--- src/rtl/necc_pkg.sv ---
`timescale 1ns / 1ps
// necc_pkg: shared types, register codes, reset values and verdict codes
// for the erased-chunk bit-flip checker; no dependencies

package necc_pkg;

   localparam int MAX_DATA_BLOCKS_DEF = 64;

   // command queue between front and back
   localparam int QUEUE_DEPTH = 4;
   localparam int QAW         = $clog2(QUEUE_DEPTH);

   // csr port
   localparam int CSR_IDX_W  = 3;
   localparam int CSR_DATA_W = 16;

   localparam logic [CSR_IDX_W-1:0] CSR_META_BYTES       = 3'd0;
   localparam logic [CSR_IDX_W-1:0] CSR_META_STRENGTH    = 3'd1;
   localparam logic [CSR_IDX_W-1:0] CSR_META_FIELD_BITS  = 3'd2;
   localparam logic [CSR_IDX_W-1:0] CSR_DATA_BLOCK_BYTES = 3'd3;
   localparam logic [CSR_IDX_W-1:0] CSR_DATA_STRENGTH    = 3'd4;
   localparam logic [CSR_IDX_W-1:0] CSR_DATA_FIELD_BITS  = 3'd5;
   localparam logic [CSR_IDX_W-1:0] CSR_DATA_BLOCKS      = 3'd6;

   localparam logic [7:0]  RST_META_BYTES       = 8'd16;
   localparam logic [5:0]  RST_META_STRENGTH    = 6'd8;
   localparam logic [3:0]  RST_META_FIELD_BITS  = 4'd13;
   localparam logic [10:0] RST_DATA_BLOCK_BYTES = 11'd512;
   localparam logic [5:0]  RST_DATA_STRENGTH    = 6'd8;
   localparam logic [3:0]  RST_DATA_FIELD_BITS  = 4'd13;
   localparam logic [6:0]  RST_DATA_BLOCKS      = 7'd8;

   localparam logic [10:0] MAX_PAYLOAD_BYTES = 11'd1024;

   localparam logic [1:0] VERDICT_CLEAN = 2'd0;
   localparam logic [1:0] VERDICT_FILL  = 2'd1;
   localparam logic [1:0] VERDICT_FAULT = 2'd2;

   typedef struct packed {
      logic [7:0]  meta_bytes;
      logic [5:0]  meta_strength;
      logic [3:0]  meta_field_bits;
      logic [10:0] data_block_bytes;
      logic [5:0]  data_strength;
      logic [3:0]  data_field_bits;
      logic [6:0]  data_blocks;
   } cfg_type;

   // one classified byte, as handed from front to back
   typedef struct packed {
      logic       start;    // first byte of a page: count restarts
      logic       at_end;   // a chunk ends inside this byte
      logic       last;     // that chunk is the final one of the page
      logic [6:0] chunk;    // chunk the low part of the byte belongs to
      logic [3:0] z_lo;     // zeros below the cut (whole byte if no end)
      logic [3:0] z_hi;     // zeros above the cut, start of next chunk
   } cmd_type;

endpackage

--- src/rtl/necc_regs.sv ---
`timescale 1ns / 1ps
// necc_regs: configuration registers behind the csr write channel
// depends on necc_pkg

module necc_regs (
   input  logic                              clock,
   input  logic                              reset,
   input  logic                              csr_valid,
   output logic                              csr_ready,
   input  logic [necc_pkg::CSR_IDX_W-1:0]    csr_index,
   input  logic [necc_pkg::CSR_DATA_W-1:0]   csr_wdata,
   output necc_pkg::cfg_type                 cfg
);

   necc_pkg::cfg_type cfg_ff;

   assign csr_ready = 1'b1;
   assign cfg       = cfg_ff;

   always_ff @(posedge clock) begin
      if (reset) begin
         cfg_ff.meta_bytes       <= necc_pkg::RST_META_BYTES;
         cfg_ff.meta_strength    <= necc_pkg::RST_META_STRENGTH;
         cfg_ff.meta_field_bits  <= necc_pkg::RST_META_FIELD_BITS;
         cfg_ff.data_block_bytes <= necc_pkg::RST_DATA_BLOCK_BYTES;
         cfg_ff.data_strength    <= necc_pkg::RST_DATA_STRENGTH;
         cfg_ff.data_field_bits  <= necc_pkg::RST_DATA_FIELD_BITS;
         cfg_ff.data_blocks      <= necc_pkg::RST_DATA_BLOCKS;
      end else if (csr_valid) begin
         unique case (csr_index)
            necc_pkg::CSR_META_BYTES:       cfg_ff.meta_bytes       <= csr_wdata[7:0];
            necc_pkg::CSR_META_STRENGTH:    cfg_ff.meta_strength    <= csr_wdata[5:0];
            necc_pkg::CSR_META_FIELD_BITS:  cfg_ff.meta_field_bits  <= csr_wdata[3:0];
            necc_pkg::CSR_DATA_BLOCK_BYTES: cfg_ff.data_block_bytes <= csr_wdata[10:0];
            necc_pkg::CSR_DATA_STRENGTH:    cfg_ff.data_strength    <= csr_wdata[5:0];
            necc_pkg::CSR_DATA_FIELD_BITS:  cfg_ff.data_field_bits  <= csr_wdata[3:0];
            necc_pkg::CSR_DATA_BLOCKS:      cfg_ff.data_blocks      <= csr_wdata[6:0];
            default: begin
            end
         endcase
      end
   end

endmodule

--- src/rtl/necc_front.sv ---
`timescale 1ns / 1ps
// necc_front: tracks the chunk position of each accepted byte and classifies it
// into a queue command; depends on necc_pkg

module necc_front #(
   parameter int MAX_DATA_BLOCKS = necc_pkg::MAX_DATA_BLOCKS_DEF
) (
   input  logic                clock,
   input  logic                reset,
   input  necc_pkg::cfg_type   cfg,
   input  logic                fire,
   input  logic [7:0]          raw_byte,
   input  logic                page_start,
   output logic                push,
   output necc_pkg::cmd_type   cmd
);

   logic [13:0] bits_left_ff, bits_left_in;
   logic [6:0]  chunk_ff, chunk_in;
   logic        page_done_ff, page_done_in;
   logic [13:0] dlen_ff;

   logic [7:0]  mb;
   logic [10:0] db;
   logic [9:0]  meta_par, data_par;
   logic [13:0] meta_len, data_len;
   logic [13:0] bl_cur, dlen_cur;
   logic [6:0]  chunk_cur, limit;
   logic        active, at_end, last;
   logic [3:0]  cut;
   logic [7:0]  lo_mask, zeros;

   function automatic logic [3:0] popcount8(input logic [7:0] v);
      logic [3:0] n;
      n = 4'd0;
      for (int i = 0; i < 8; i++) begin
         n = n + {3'b0, v[i]};
      end
      return n;
   endfunction

   always_comb begin
      mb = (cfg.meta_bytes == 8'd0) ? 8'd1 : cfg.meta_bytes;
      if (cfg.data_block_bytes == 11'd0) begin
         db = 11'd1;
      end else if (cfg.data_block_bytes > necc_pkg::MAX_PAYLOAD_BYTES) begin
         db = necc_pkg::MAX_PAYLOAD_BYTES;
      end else begin
         db = cfg.data_block_bytes;
      end
      meta_par = cfg.meta_strength * cfg.meta_field_bits;
      data_par = cfg.data_strength * cfg.data_field_bits;
      meta_len = {3'b0, mb, 3'b0} + {4'b0, meta_par};
      data_len = {db, 3'b0} + {4'b0, data_par};

      bl_cur    = page_start ? meta_len : bits_left_ff;
      dlen_cur  = page_start ? data_len : dlen_ff;
      chunk_cur = page_start ? 7'd0 : chunk_ff;
      active    = page_start || !page_done_ff;

      // a chunk is never shorter than a byte, so at most one cut per byte
      at_end = (bl_cur <= 14'd8);
      cut    = at_end ? bl_cur[3:0] : 4'd8;
      for (int i = 0; i < 8; i++) begin
         lo_mask[i] = (4'(i) < cut);
      end
      zeros = ~raw_byte;

      limit = (cfg.data_blocks > 7'(MAX_DATA_BLOCKS)) ? 7'(MAX_DATA_BLOCKS)
                                                      : cfg.data_blocks;
      last  = (chunk_cur >= limit);

      bits_left_in = bits_left_ff;
      chunk_in     = chunk_ff;
      page_done_in = page_done_ff;
      if (fire && active) begin
         if (at_end) begin
            if (last) begin
               page_done_in = 1'b1;
            end else begin
               chunk_in     = chunk_cur + 7'd1;
               bits_left_in = dlen_cur - (14'd8 - {10'b0, cut});
               page_done_in = 1'b0;
            end
         end else begin
            chunk_in     = chunk_cur;
            bits_left_in = bl_cur - 14'd8;
            page_done_in = 1'b0;
         end
      end

      push       = fire && active;
      cmd.start  = page_start;
      cmd.at_end = at_end;
      cmd.last   = last;
      cmd.chunk  = chunk_cur;
      cmd.z_lo   = popcount8(zeros & lo_mask);
      cmd.z_hi   = popcount8(zeros & ~lo_mask);
   end

   always_ff @(posedge clock) begin
      if (reset) begin
         bits_left_ff <= 14'd0;
         chunk_ff     <= 7'd0;
         page_done_ff <= 1'b1;
      end else begin
         bits_left_ff <= bits_left_in;
         chunk_ff     <= chunk_in;
         page_done_ff <= page_done_in;
      end
   end

   // data chunk length is fixed for the whole page
   always_ff @(posedge clock) begin
      if (fire && page_start) begin
         dlen_ff <= data_len;
      end
   end

endmodule

--- src/rtl/necc_queue.sv ---
`timescale 1ns / 1ps
// necc_queue: short command queue that decouples front and back
// depends on necc_pkg

module necc_queue (
   input  logic                clock,
   input  logic                reset,
   input  logic                push,
   input  necc_pkg::cmd_type   push_cmd,
   output logic                full,
   input  logic                pop,
   output logic                q_valid,
   output necc_pkg::cmd_type   q_cmd
);

   localparam int DEPTH = necc_pkg::QUEUE_DEPTH;
   localparam int AW    = necc_pkg::QAW;

   necc_pkg::cmd_type    mem_ff [DEPTH];
   logic [AW-1:0]        wr_ptr_ff, rd_ptr_ff;
   logic [AW:0]          count_ff;

   function automatic logic [AW-1:0] ptr_inc(input logic [AW-1:0] p);
      return (p == AW'(DEPTH - 1)) ? '0 : p + AW'(1);
   endfunction

   assign full    = (count_ff == (AW+1)'(DEPTH));
   assign q_valid = (count_ff != '0);
   assign q_cmd   = mem_ff[rd_ptr_ff];

   always_ff @(posedge clock) begin
      if (reset) begin
         wr_ptr_ff <= '0;
         rd_ptr_ff <= '0;
         count_ff  <= '0;
      end else begin
         if (push) begin
            wr_ptr_ff <= ptr_inc(wr_ptr_ff);
         end
         if (pop) begin
            rd_ptr_ff <= ptr_inc(rd_ptr_ff);
         end
         if (push && !pop) begin
            count_ff <= count_ff + (AW+1)'(1);
         end else if (pop && !push) begin
            count_ff <= count_ff - (AW+1)'(1);
         end
      end
   end

   always_ff @(posedge clock) begin
      if (push) begin
         mem_ff[wr_ptr_ff] <= push_cmd;
      end
   end

   a_no_push_full: assert property (@(posedge clock) disable iff (reset)
      push |-> !full) else $error("push into full queue");

   a_no_pop_empty: assert property (@(posedge clock) disable iff (reset)
      pop |-> q_valid) else $error("pop from empty queue");

   a_count_up: assert property (@(posedge clock) disable iff (reset)
      (push && !pop) |=> count_ff == $past(count_ff) + (AW+1)'(1))
      else $error("queue count lost a push");

endmodule

--- src/rtl/necc_back.sv ---
`timescale 1ns / 1ps
// necc_back: accumulates zero counts per chunk and issues verdicts through
// a registered result stage; depends on necc_pkg

module necc_back (
   input  logic                clock,
   input  logic                reset,
   input  necc_pkg::cfg_type   cfg,
   input  logic                q_valid,
   input  necc_pkg::cmd_type   q_cmd,
   output logic                pop,
   output logic                rsp_valid,
   input  logic                rsp_stall,
   output logic [6:0]          rsp_chunk_index,
   output logic [13:0]         rsp_zero_bits,
   output logic [1:0]          rsp_verdict,
   output logic                rsp_last_chunk
);

   logic [13:0] count_ff, count_in;
   logic        rsp_valid_ff, rsp_valid_in;
   logic [6:0]  chunk_ff;
   logic [13:0] zero_bits_ff;
   logic [1:0]  verdict_ff, verdict_in;
   logic        last_ff;

   logic [13:0] base, sum;
   logic [5:0]  strength;
   logic        out_free;

   always_comb begin
      base     = q_cmd.start ? 14'd0 : count_ff;
      sum      = base + {10'b0, q_cmd.z_lo};
      strength = (q_cmd.chunk == 7'd0) ? cfg.meta_strength : cfg.data_strength;
      if (sum == 14'd0) begin
         verdict_in = necc_pkg::VERDICT_CLEAN;
      end else if (sum > {8'b0, strength}) begin
         verdict_in = necc_pkg::VERDICT_FAULT;
      end else begin
         verdict_in = necc_pkg::VERDICT_FILL;
      end

      out_free = !rsp_valid_ff || !rsp_stall;
      // bytes without a boundary never wait on the result stage
      pop = q_valid && (!q_cmd.at_end || out_free);

      count_in     = count_ff;
      rsp_valid_in = rsp_valid_ff && rsp_stall;
      if (pop) begin
         if (q_cmd.at_end) begin
            count_in     = q_cmd.last ? 14'd0 : {10'b0, q_cmd.z_hi};
            rsp_valid_in = 1'b1;
         end else begin
            count_in = sum;
         end
      end
   end

   always_ff @(posedge clock) begin
      if (reset) begin
         count_ff     <= 14'd0;
         rsp_valid_ff <= 1'b0;
      end else begin
         count_ff     <= count_in;
         rsp_valid_ff <= rsp_valid_in;
      end
   end

   always_ff @(posedge clock) begin
      if (pop && q_cmd.at_end) begin
         chunk_ff     <= q_cmd.chunk;
         zero_bits_ff <= sum;
         verdict_ff   <= verdict_in;
         last_ff      <= q_cmd.last;
      end
   end

   assign rsp_valid       = rsp_valid_ff;
   assign rsp_chunk_index = chunk_ff;
   assign rsp_zero_bits   = zero_bits_ff;
   assign rsp_verdict     = verdict_ff;
   assign rsp_last_chunk  = last_ff;

   a_clean_iff_zero: assert property (@(posedge clock) disable iff (reset)
      rsp_valid |-> ((rsp_verdict == necc_pkg::VERDICT_CLEAN) == (rsp_zero_bits == 14'd0)))
      else $error("clean verdict disagrees with zero count");

   a_no_overwrite: assert property (@(posedge clock) disable iff (reset)
      (rsp_valid && rsp_stall) |-> !(pop && q_cmd.at_end))
      else $error("result overwritten while stalled");

   a_verdict_code: assert property (@(posedge clock) disable iff (reset)
      rsp_valid |-> (rsp_verdict == necc_pkg::VERDICT_CLEAN ||
                     rsp_verdict == necc_pkg::VERDICT_FILL ||
                     rsp_verdict == necc_pkg::VERDICT_FAULT))
      else $error("bad verdict code");

endmodule

--- src/rtl/nand_erased_chunk_bitflip_check_core.sv ---
`timescale 1ns / 1ps
// nand_erased_chunk_bitflip_check_core: top level of the erased-chunk checker
// depends on necc_pkg, necc_regs, necc_front, necc_queue, necc_back
//
// usage
//   req_*  : one raw page byte per item, lsb first in the bit stream;
//            req_page_start marks the first byte of a page
//   rsp_*  : one item per finished chunk: index, zero bit count, verdict
//            (clean, fill with 0xff, fault) and a last-chunk flag
//   csr_*  : register writes, always ready; write only while no item is in
//            flight, chunk lengths are latched at each page start
// timing
//   one byte per cycle sustained while rsp_stall is low; a byte that ends
//   a chunk is written into the queue when accepted, then the back pops it
//   and loads its result into the result register that drives rsp_*
//   bytes outside a page, or after the final chunk, are dropped silently
// reset
//   registers return to their defaults and the block waits for a page start
// stall
//   while rsp_stall holds, the result register keeps its item; the back keeps
//   draining bytes that end no chunk, the four-entry queue fills, and
//   req_stall rises once the queue is full

module nand_erased_chunk_bitflip_check_core #(
   parameter int MAX_DATA_BLOCKS = necc_pkg::MAX_DATA_BLOCKS_DEF
) (
   input  logic                             clock,
   input  logic                             reset,

   input  logic                             req_valid,
   output logic                             req_stall,
   input  logic [7:0]                       req_raw_byte,
   input  logic                             req_page_start,

   output logic                             rsp_valid,
   input  logic                             rsp_stall,
   output logic [6:0]                       rsp_chunk_index,
   output logic [13:0]                      rsp_zero_bits,
   output logic [1:0]                       rsp_verdict,
   output logic                             rsp_last_chunk,

   input  logic                             csr_valid,
   output logic                             csr_ready,
   input  logic [necc_pkg::CSR_IDX_W-1:0]   csr_index,
   input  logic [necc_pkg::CSR_DATA_W-1:0]  csr_wdata
);

   necc_pkg::cfg_type cfg;
   necc_pkg::cmd_type push_cmd, q_cmd;
   logic              req_fire, push, full, pop, q_valid;

   // input side only waits on queue space
   assign req_stall = full;
   assign req_fire  = req_valid && !req_stall;

   necc_regs u_regs (
      .clock     (clock),
      .reset     (reset),
      .csr_valid (csr_valid),
      .csr_ready (csr_ready),
      .csr_index (csr_index),
      .csr_wdata (csr_wdata),
      .cfg       (cfg)
   );

   // position tracking and per-byte classification
   necc_front #(
      .MAX_DATA_BLOCKS (MAX_DATA_BLOCKS)
   ) u_front (
      .clock      (clock),
      .reset      (reset),
      .cfg        (cfg),
      .fire       (req_fire),
      .raw_byte   (req_raw_byte),
      .page_start (req_page_start),
      .push       (push),
      .cmd        (push_cmd)
   );

   necc_queue u_queue (
      .clock    (clock),
      .reset    (reset),
      .push     (push),
      .push_cmd (push_cmd),
      .full     (full),
      .pop      (pop),
      .q_valid  (q_valid),
      .q_cmd    (q_cmd)
   );

   // counting, verdict and result register
   necc_back u_back (
      .clock           (clock),
      .reset           (reset),
      .cfg             (cfg),
      .q_valid         (q_valid),
      .q_cmd           (q_cmd),
      .pop             (pop),
      .rsp_valid       (rsp_valid),
      .rsp_stall       (rsp_stall),
      .rsp_chunk_index (rsp_chunk_index),
      .rsp_zero_bits   (rsp_zero_bits),
      .rsp_verdict     (rsp_verdict),
      .rsp_last_chunk  (rsp_last_chunk)
   );

endmodule
--- config.mk ---
export PLATFORM = sky130hd
export DESIGN_NAME = nand_erased_chunk_bitflip_check_core
export DESIGN_NICKNAME = d
export VERILOG_FILES = /design/src/rtl/necc_pkg.sv /design/src/rtl/necc_regs.sv /design/src/rtl/necc_front.sv /design/src/rtl/necc_queue.sv /design/src/rtl/necc_back.sv /design/src/rtl/nand_erased_chunk_bitflip_check_core.sv
export SDC_FILE = /design/constraint.sdc
export NUM_CORES = 1
export LEC_CHECK = 0
export BUFFER_PORTS_ARGS = -buffer_cell sky130_fd_sc_hd__buf_2
export CAP_MARGIN = 20
export CORE_ASPECT_RATIO = 1.75
export CORE_MARGIN = 8
export CORE_UTILIZATION = 45
export DETAILED_ROUTE_END_ITERATION = 10
export PLACE_DENSITY_LB_ADDON = 0.1
export SLEW_MARGIN = 20
export SYNTH_ARGS = -nofsm -noshare
export SYNTH_HDL_FRONTEND = slang
export SYNTH_SLANG_ARGS = --single-unit
--- constraint.sdc ---
create_clock -name clock -period 8 [get_ports clock]
set_input_delay 1.6 -clock clock [delete_from_list [all_inputs] [get_ports clock]]
set_output_delay 1.6 -clock clock [all_outputs]
set_load 0.01 [all_outputs]
=== Yosys cells after proc, flatten, opt, wreduce, memory -nomap -nowiden ===
Memory sizes are Yosys's and may differ from the RTL's. A register that Yosys moved wholly into a read port is not among the register bits.
Cells that the tools add are included.

* Add/subtract/negate cells: 25
* Shifts and indexed selects: 0
* Reductions and logical operators: 33
* Muxes and demuxes: 29
* Bitwise gates (word level): 4
* Divide/modulo/power cells: 0
* $mul: 2
* Order comparisons: 13
* Equal/unequal tests: 10

{| class="wikitable"
|+ Operators by type and width
! cell !! count
|-
| $mux W14 || 6
|-
| $add A4 B1 Y4 || 12
|-
| $mux W7 || 4
|-
| $mux W11 || 2
|-
| $mul A6 B4 Y10 || 2
|-
| $and A8 B8 Y8 || 2
|-
| $lt A3 B4 Y1 const A || 4
|-
| $not A8 Y8 || 2
|-
| $reduce_and A2 Y1 || 8
|-
| $add A14 B10 Y14 || 1
|-
| $add A14 B4 Y14 || 1
|-
| $gt A14 B6 Y1 || 1
|-
| $le A14 B4 Y1 const B || 1
|-
| $logic_not A14 Y1 || 1
|-
| $sub A14 B14 Y14 || 1
|-
| $sub A14 B4 Y14 const B || 1
|-
| $add A11 B10 Y12 || 1
|-
| $eq A3 B3 Y1 const B || 4
|-
| $gt A11 B11 Y1 const B || 1
|-
| $logic_not A11 Y1 || 1
|-
| $mux W2 || 5
|-
| $logic_and A1 B1 Y1 || 8
|-
| $logic_not A8 Y1 || 1
|-
| $lt A1 B4 Y1 const A || 2
|-
| other kinds (24) || 44
|}

* RAM bits: 72
* Latch bits: 0
* Output and inout bits: 27
* Memories kept: 1
* Bits in registers: 128
* Memory bits (read-only): 0
* Input port bits: 33

{| class="wikitable"
|+ Memories
! memory !! words !! width !! rd ports !! clocked after Yosys merged registers in !! write ports !! line !! text
|-
| u_queue.mem_ff || 4 || 18 || 1 || 1 || 1 || necc_queue.sv:19 || <nowiki>necc_pkg::cmd_type mem_ff [DEPTH];</nowiki>
|}

=== Depth between registers and ports, before layout ===
Gate-level depths: netlist (run 1).

* Word-level depth: 16
* Gate-level depth with buffers: 31
* Depth with buffers taken out: 30

=== Modules after synthesis ===
Synthesis (run 1) repeated with hierarchy kept, for this count alone.

* Cell total of the unflattened synthesis: 1,148
* Area total of the unflattened synthesis: 12,303.0 µm²

{| class="wikitable"
|+ By module, submodules not included
! module !! times used !! area each (µm²) !! cells each
|-
| necc_front || 1 || 5,202.5 || 627
|-
| necc_queue || 1 || 3,080.5 || 138
|-
| necc_back || 1 || 2,149.6 || 208
|-
| necc_regs || 1 || 1,856.8 || 174
|-
| nand_erased_chunk_bitflip_check_core || 1 || 13.8 || 1
|}

=== Least setup slack after synthesis (run 1) ===
OpenSTA, ideal clock, no wires.

* Kind: reg2reg
* From: register u_regs.cfg_ff, in the netlist u_regs.cfg[31]
* To: register u_front.bits_left_ff[13]
* Required time: 7.938 ns
* Cell stages (with the launch flop): 30
* Arrival time: 6.888 ns
* Setup time: 0.062 ns
* Slack: 1.050 ns
* Period minus slack after synthesis: 6.950 ns
* Path through: dfxtp_1 > nand2_1 > fa_1 > fa_1 > inv_1 > fa_1 > ha_1 > inv_1 > fa_1 > nor2b_4 > o31ai_2 > xnor2_1 > a211o_1 > a211oi_4 > nand2_1 > inv_2 > clkbuf_1 > nand2_1 > ha_1 > o31ai_1 > nand2b_1 > ha_1 > a21o_1 > a21oi_1 > o21ai_0 > nor3_1 > nor3_1 > or4_1 > mux2_2 > nand3_1

{| class="wikitable"
|+ RTL lines
! item !! line !! text
|-
| start, declared || necc_regs.sv:15 || <nowiki>necc_pkg::cfg_type cfg_ff;</nowiki>
|-
| end signal, assigned || necc_front.sv:107 || <nowiki>bits_left_ff <= bits_left_in;</nowiki>
|-
| end, declared || necc_front.sv:18 || <nowiki>logic [13:0] bits_left_ff, bits_left_in;</nowiki>
|}

=== Final worst setup path (run 1) ===
* From: register u_regs.cfg_ff, in the netlist u_regs.cfg[32]
* To: register u_front.bits_left_ff[13]

* Longest elaborated chain between the ends: 9

{| class="wikitable"
|+ RTL lines
! item !! line !! text
|-
| $mul A6 B4 Y10 (*) || necc_front.sv:51 || <nowiki>meta_par = cfg.meta_strength * cfg.meta_field_bits;</nowiki>
|-
| $add A11 B10 Y12 (*) || necc_front.sv:53 || <nowiki>meta_len = {3'b0, mb, 3'b0} + {4'b0, meta_par};</nowiki>
|-
| $mux W14 (*) || necc_front.sv:56 || <nowiki>bl_cur = page_start ? meta_len : bits_left_ff;</nowiki>
|-
| $le A14 B4 Y1 || necc_front.sv:62 || <nowiki>at_end = (bl_cur <= 14'd8);</nowiki>
|-
| $mux W4 || necc_front.sv:63 || <nowiki>cut = at_end ? bl_cur[3:0] : 4'd8;</nowiki>
|-
| $sub A4 B4 Y5 || necc_front.sv:82 || <nowiki>bits_left_in = dlen_cur - (14'd8 - {10'b0, cut});</nowiki>
|-
| $sub A14 B14 Y14 || necc_front.sv:82 ||
|-
| $mux W14 || necc_front.sv:78 || <nowiki>if (last) begin</nowiki>
|-
| $mux W14 || necc_front.sv:77 || <nowiki>if (at_end) begin</nowiki>
|}

Every way passes the cells marked *; elsewhere a longest branch is shown, timed or not. The select of a mux whose other input is x is not followed.
A chain may end at the register's enable or synchronous reset.

==> results by group, run 1 <==
Status
  • Status: completed

Critical path
  • Crit start category: flop
  • Reg2reg setup slack: ~0.53 ns
  • Worst EP arrival: 7.92 ns
  • CP max stage cell: fa_1
  • Worst path top cell family by delay: adder cells
  • Max stage delay on crit path: around 0.56 ns
  • Setup CP Type: flop to flop
  • Worst setup EP type: flop
  • Most frequent CP cell: fa_1
  • Critical Path RT: ~8.5 ns
  • WP buf/inv: 3
  • Critical Path Fanout Max: 11

Power
  • Worst vdd rail ir drop: roughly 0.18 mV
  • Pwr/cell area: between 200 and 250 nW/um^2
  • Overall power: roughly 3.3 mW
  • Pleak: 5.28 nW

Drt
  • Post-Route WL: 28600 um
  • Routed WL per cell: 18.5 um
  • Post-route DRC: 0
  • First drt pass iteration count: 4
  • DRT iter0 DRCs: around 400
  • Via density per instance: about 5.5
  • Routed via count: approximately 8400
  • Antenna violation net count after detailed routing: 0

Finish
  • Antenna diodes: 0
  • Final core utilization: 0.502
  • Storage element area: approximately 5100 um^2
  • Fin nets: 1361
  • Multi-input logic area: between 6000 and 7000 um^2
  • Layout cell share with drive strength beyond 1: 0.114
  • Synth-to-Final Area Change: 10.9%
  • Fillcell total: around 2400

Synthesis
  • Sequential cell area fraction in the yosys report: 0.431
  • Ranking of synthesized cells by area: edfxtp_1 28%, dfxtp_1 15%, ha_1 8.3%, fa_1 6.5%, nand2_1 4.3%
  • Synthesized area: around 12000 um^2
  • Yosys top cell area share: 0.277
  • Syn Nets: ~1300
  • Count leader, synth: nand2_1
  • Synth Flop Type: edfxtp_1
  • Syn. warnings: 0
  • Synth unique cells: 65
  • Most frequent cells after synthesis: 137 x nand2_1, 110 x edfxtp_1, 92 x dfxtp_1
  • Yosys top cell by area: edfxtp_1
  • Mapped Cells: about 1200
  • Async S/R FF share, synth: 0
  • Synthesis-stage register bit count: 202
  • Post-synth EDFFs: 110
  • Syn avg cell area: slightly above 10 um^2

CTS
  • H-tree levels: 1
  • TritonCTS clock tree: yes
  • Post-CTS Setup Inserts: 0
  • Resize count post-CTS: 0
  • CTS sink count: just over 200
  • Clock Tree Buf Depth: 3
  • CTS Root Cell: clkbuf_16
  • Clock transition at the registers of the reported paths: approximately 0.07 ns
  • CTS buffer count: 20
  • Clk_lat worst skew: 0.51 ns
  • Hold-fix buffers at CTS: 0

Floorplan
  • Die Y-Extent: between 200 and 250 um
  • Total core area: around 26000 um^2
  • Die W: between 100 and 150 um
  • Starting Density: 0.452
  • Num rows: 79
  • IO Count: 60
  • Full die area: between 30000 and 40000 um^2

STA
  • Headroom to the max-slew limit: 0.258
  • Final setup vio count: 0
  • RSZ-0062 raised after global routing: no
  • Worst Setup Slack, final: ~0.53 ns
  • WHS: 0.457 ns
  • Worst-Margin Slew: ~1.1 ns
  • Final Skew: approximately 0.015 ns
  • Max-slew violations: 0
  • Setup_tns: 0 ns
  • Fin crit share: 0.934
  • Fmax achieved: roughly 130 MHz
  • Hold Violations, Final: 0
  • Final min period: about 7.5 ns

Place
  • Pre-CTS setup slack: 0.551 ns
  • Hpwl dp: 21600 um
  • GPL Wtd Cong: about 0.86
  • Port Buffers: 53

Job
  • Max-Cap Viols: 0

GRT
  • Total Routing Usage GR: 0.180
  • GRT overflow: 0
  • Antenna violations before repair: 0
  • Vias in the first global route: approximately 8600
  • Largest net degree at the start of global routing: 93
  • First-pass GRT wire length: 45700 um

Worst hold path
  • Hold Path Class: flop to flop
## sequential cells by signal (all words and copies together) (netlist names), named ones only
register / count
u_back.count_ff: 14
u_back.rsp_chunk_index: 7
u_back.rsp_last_chunk: 1
u_back.rsp_valid: 1
u_back.rsp_verdict: 2
u_back.rsp_zero_bits: 14
u_front.bits_left_ff: 14
u_front.chunk_ff: 7
u_front.dlen_ff: 14
u_front.page_done_ff: 1
u_queue.count_ff: 3
u_queue.mem_ff: 72
u_queue.rd_ptr_ff: 2
u_queue.wr_ptr_ff: 2
u_regs.cfg: 46
## per-stage QoR
stage	std cells	area, um^2
floorplan	1163	11900
global placement	1511	12500
detailed placement	1512	12500
CTS	1548	13200
global route	1548	13200
finish	1548	13200
## cell families after synthesis
kind of cell    Yosys count  share of synthesized area
simple gates            414                      0.166
flops                   202                      0.431
compound gates          192                      0.106
buf+inv                 124                     0.0404
fa+ha+maj               118                      0.148
mux                      66                     0.0747
xor+xnor                 46                     0.0337
other cells               1                   0.000314
## where the power goes
part | internal [mW] | switching, mW
Combinational | 0.372 | 0.569
Clock | 0.610 | 0.417
Sequential | 1.26 | 0.0466
Total | 2.24 | 1.03
## placed cells by master (no fill, tap or decap), types with 15 or more instances in the layout
master,count
mux2_2,15
inv_1,81
nor3_1,27
mux4_2,17
o21ai_0,24
nand3_1,25
dfxtp_1,92
xnor2_1,29
clkbuf_16,21
fa_1,39
a21oi_1,73
buf_2,53
nor2_1,89
and2_1,34
edfxtp_1,110
nor2b_1,39
nand2_1,137
mux2i_1,34
ha_1,79
xor2_1,17
## worst register-to-register path: cells and delay by family (launching register included)
kind	cells	cell delay (ns)
compound gates	7	1.51
xor+xnor	1	0.21
fa+ha+maj	7	2.99
buf+inv	3	0.27
flops	1	0.43
mux	1	0.28
simple gates	9	1.71
## final cells by class
cell class	count	area share
clock inverters	13	0.0132
well taps	324	0.0306
inverters	85	0.0241
repair buffers	64	0.0268
flip-flops and latches	202	0.388
clock buffers	23	0.0402
multi-input cells	837	0.477
## path summary, 6_finish.rpt
kind                            cells after the start                               endpoint                         from
worst max-delay path                               28  u_front.bits_left_ff[13]$_SDFFE_PP0P_  u_regs.cfg[32]$_SDFFE_PP0P_
worst min-delay path                                2            u_regs.cfg[38]$_SDFFE_PP0P_  u_regs.cfg[38]$_SDFFE_PP0P_
worst max register to register                     28  u_front.bits_left_ff[13]$_SDFFE_PP0P_  u_regs.cfg[32]$_SDFFE_PP0P_
worst min register to register                      2            u_regs.cfg[38]$_SDFFE_PP0P_  u_regs.cfg[38]$_SDFFE_PP0P_
## layer usage
metal | track usage | up-vias | part of all wire
li1 | - | 4187 | -
met1 | 0.176 | 4086 | 0.36
met3 | 0.0214 | 48 | 0.028
met4 | 0.0796 | 0 | 0.037
met2 | 0.366 | 123 | 0.57
met5 | 0 | - | 0
(Power assumes the default switching activity.)
==> run 2: changes to the inputs <==
SYNTH_HIERARCHICAL = 1   (was unset)
==> run 2 against run 1 <==
- power is 2.3% higher
- non-clock buffer count grew 12
- sequential share of layout area shrank 1.1 points
- critical path type unchanged
- critical endpoint is now u_queue/mem_ff[1][6]$_DFFE_PP_
- largest cell class unchanged
- highest routed layer unchanged
==> results by group, run 2 <==
STA
  • Headroom to the max-slew limit: 0.335 (+0.0772)
  • Max-slew violations: 0 (unchanged)
  • Final setup vio count: 0 (unchanged)
  • Fmax achieved: 130 MHz (-3.1%)
  • Setup_tns: 0 ns (unchanged)
  • Worst-Margin Slew: 0.998 ns (-0.107 ns)
  • Fin crit share: 0.964 (+0.0296)
  • Final min period: 7.71 ns (+0.237 ns)
  • Final Skew: 0.0141 ns (-0.000585 ns)
  • Hold Violations, Final: 0 (unchanged)
  • Worst Setup Slack, final: 0.290 ns (-0.237 ns)
  • WHS: 0.451 ns (-0.00629 ns)

Drt
  • M1 WL: 10200 um (-1.1%)
  • First drt pass iteration count: 5 (+1)
  • Routed WL per cell: 18.6 um (+0.72%)
  • Antenna violation net count after detailed routing: 0 (unchanged)
  • Routed length on met2: 17500 um (+6.8%)
  • Post-Route WL: 29400 um (+2.7%)
  • Routed via count: 8492 (+0.57%)
  • Met3 WL: 944 um (+17%)
  • Via density per instance: 5.38 (-1.4%)
  • Post-route DRC: 0 (unchanged)
  • DRT iter0 DRCs: 332 (-17%)
  • Highest Signal Layer: met4

Finish
  • Fin nets: 1347 (-1.0%)
  • Max reg flops: 72 (unchanged)
  • Layout cell share with drive strength beyond 1: 0.138 (+0.0236)
  • Antenna diodes: 0 (unchanged)
  • Fillcell total: 2531 (+4.3%)
  • Synth-to-Final Area Change: 11.1%
  • Design area: 13700 um^2 (+3.2%)
  • Top reg by flops: u_queue/mem_ff
  • Storage element area: 5160 um^2 (+0.27%)
  • Multi-input logic area: 6590 um^2 (+4.3%)
  • Commonest non-fill, non-tap cell in the layout: edfxtp_1
  • Most frequent cells in the layout: 110 x edfxtp_1, 96 x inv_1, 90 x nor2_1, 87 x dfxtp_1, 78 x ha_1
  • Non-Filler Instances: 1579 (+2.0%)
  • Final core utilization: 0.504 (+0.00209)

Critical path
  • Critical Path RT: 8.25 ns (-0.20 ns)
  • Max stage delay on crit path: 0.57 ns (about the same)
  • CP max stage cell: fa_1
  • Worst EP arrival: 7.96 ns (+0.04 ns)
  • Critical path, cell by cell: and2_1 -> fa_1 -> fa_1 -> inv_1 -> fa_1 -> inv_1 -> ha_1 -> o211ai_1 -> o21ai_1 -> a221o_1 -> a311o_1 -> or4_4 -> or3_4 -> nor2_4 -> a31oi_1 -> fa_1 -> inv_1 -> fa_1 -> fa_1 -> inv_1 -> ha_1 -> inv_1 -> fa_1 -> xnor2_2
  • Most frequent CP cell: fa_1
  • Crit start category: flop
  • Setup CP Type: flop to flop
  • Critical Path Fanout Max: 7 (-4)
  • Worst setup EP type: flop

Floorplan
  • Starting Density: 0.454 (+0.00108)
  • Die Y-Extent: 235 um (+1.4%)
  • Total core area: 27100 um^2 (+2.8%)
  • Die W: 141 um (+1.3%)
  • Num rows: 80 (+1.3%)
  • IO Count: 60 (unchanged)
  • Full die area: 33100 um^2 (+2.7%)

GRT
  • Total Routing Usage GR: 0.179 (-0.00106)
  • Largest net degree at the start of global routing: 46 (-51%)
  • GRT overflow: 0 (unchanged)
  • Vias in the first global route: 8753 (+1.9%)
  • First-pass GRT wire length: 46700 um (+2.2%)
  • Antenna violations before repair: 0 (unchanged)

Place
  • Port Buffers: 53 (unchanged)
  • Pre-CTS setup slack: -0.163 ns (-0.713 ns)
  • Placed Area: 12900 um^2 (+2.9%)
  • Placed Cells: 1539 (+1.8%)
  • GPL Wtd Cong: 0.789 (-7.9%)
  • Hpwl dp: 22300 um (+3.4%)

CTS
  • CTS buffer count: 21 (+5.0%)
  • Hold-fix buffers at CTS: 0 (unchanged)
  • TritonCTS clock tree: yes
  • CTS Root Cell: clkbuf_16
  • Clk_lat worst skew: 0.51 ns (about the same)
  • CTS sink count: 202 (unchanged)
  • H-tree levels: 1 (unchanged)
  • Clock transition at the registers of the reported paths: 0.07 ns (about the same)
  • Clock Tree Buf Depth: 3 (unchanged)

Power
  • Combinational Power Share: 0.323 (+0.035)
  • Worst vdd rail ir drop: 0.237 mV (+35%)
  • Switch Pwr: 1.11 mW (+7.8%)
  • Pleak: 5.63 nW (+6.7%)
  • Overall power: 3.35 mW (+2.3%)
  • P_int: 2.23 mW (-0.25%)
  • Pwr/cell area: 245 nW/um^2 (-0.89%)
  • Switch share: 0.333 (+0.0170)
  • Clock network fraction of total power: 0.285 (-0.029)
  • Reg power frac: 0.392 (-0.006)

Worst hold path
  • Hold Path Class: flop to flop

Synthesis
  • Syn avg cell area: 10.7 um^2 (+4.4%)
  • Syn Nets: 1299 (-1.1%)
  • Syn. warnings: 6 (+6)
  • Async S/R FF share, synth: 0 (unchanged)
  • Synth unique cells: 86 (+32%)
  • Synthesized area: 12300 um^2 (+3.0%)
  • Mapped Cells: 1148 (-1.3%)
  • Synthesis-stage register bit count: 202 (unchanged)
  • Yosys top cell area share: 0.268 (-0.00813)
  • Count leader, synth: edfxtp_1
  • Synth Flop Type: edfxtp_1
  • Post-synth EDFFs: 110 (unchanged)
  • Sequential cell area fraction in the yosys report: 0.418 (-0.0127)
  • Most frequent cells after synthesis: 110 x edfxtp_1, 96 x inv_1, 93 x nor2_1
  • Yosys top cell by area: edfxtp_1
  • Ranking of synthesized cells by area: edfxtp_1 27%, dfxtp_1 15%, ha_1 8.0%, fa_1 6.3%, mux2i_1 5.0%

Job
  • Max-Cap Viols: 0 (unchanged)

Status
  • Status: completed
run 2: cell types whose count changed in the layout (fill, tap and decap cells not counted), sizes merged, moves of 9 or more:
cell	delta
a211o	-10
buf	+12
nand2b	+42
nor3	-9
nor2b	-12
nand2	-67
a21oi	-28
inv	+16
mux2i	+27
run 2: power by group through the flow:
stage | sequential (mW) | combinational, mW | clock (mW)
4_1_cts | 1.31 | 1.10 | 0.985
2_1_floorplan | 1.36 | 0.742 | 0
3_3_place_gp | 1.33 | 1.08 | 0
5_1_grt | 1.33 | 1.21 | 1.02
3_5_place_dp | 1.34 | 1.09 | 0
6_report | 1.31 | 1.08 | 0.952
run 2: kinds of logic (layout without fill, tap and decap cells):
logic type,count (synthesis),after routing,synth area share
AO/OA/AOI/OAI,174,174,0.0965
XOR/XNOR,47,47,0.0335
adder cells (fa/ha/maj),118,118,0.144
buffers and inverters,148,210,0.0524
flip-flops,202,202,0.418
multiplexers,93,93,0.0978
other,1,1,0.000305
AND/OR/NAND/NOR,365,365,0.158
run 2: final timing paths:
kind	slack (ns)	startpoint	to	cells past startpoint
max reg2reg	0.29	u_regs/cfg[31]$_SDFFE_PP1P_	u_queue/mem_ff[1][6]$_DFFE_PP_	24
max	0.29	u_regs/cfg[31]$_SDFFE_PP1P_	u_queue/mem_ff[1][6]$_DFFE_PP_	24
min reg2reg	0.45	u_front/bits_left_ff[9]$_SDFFE_PP0P_	u_front/bits_left_ff[9]$_SDFFE_PP0P_	2
min	0.45	u_front/bits_left_ff[9]$_SDFFE_PP0P_	u_front/bits_left_ff[9]$_SDFFE_PP0P_	2
run 2: critical path: cells and delay by family (launching register included):
family | cells | cell delay, ns
AND/OR/NAND/NOR | 4 | 1.31
XOR/XNOR | 1 | 0.18
flip-flops | 1 | 0.36
buffers and inverters | 5 | 0.28
AO/OA/AOI/OAI | 5 | 1.21
adder cells (fa/ha/maj) | 9 | 4.09
run 2: timing repair:
item | in CTS | in global routing
setup buffers | 0 | 3
pin swaps | 0 | 7
endpoints found under the setup margin | 17 | 28
resized for setup | 4 | 20
hold endpoints to repair | 0 | 0
run 2: cell type report:
cell class	count	area share
clock buffer	28	0.0418
inverter	97	0.0270
tap	369	0.0338
clock inverter	9	0.00622
multi-input combinational	798	0.482
timing repair buffer	76	0.0320
sequential	202	0.377
run 2: layer usage:
| layer | track usage | up-vias |
|---|---|---|
| met2 | 0.367 | 115 |
| met4 | 0.0576 | 0 |
| met1 | 0.175 | 4186 |
| met5 | 0 | - |
| li1 | - | 4148 |
| met3 | 0.0231 | 43 |
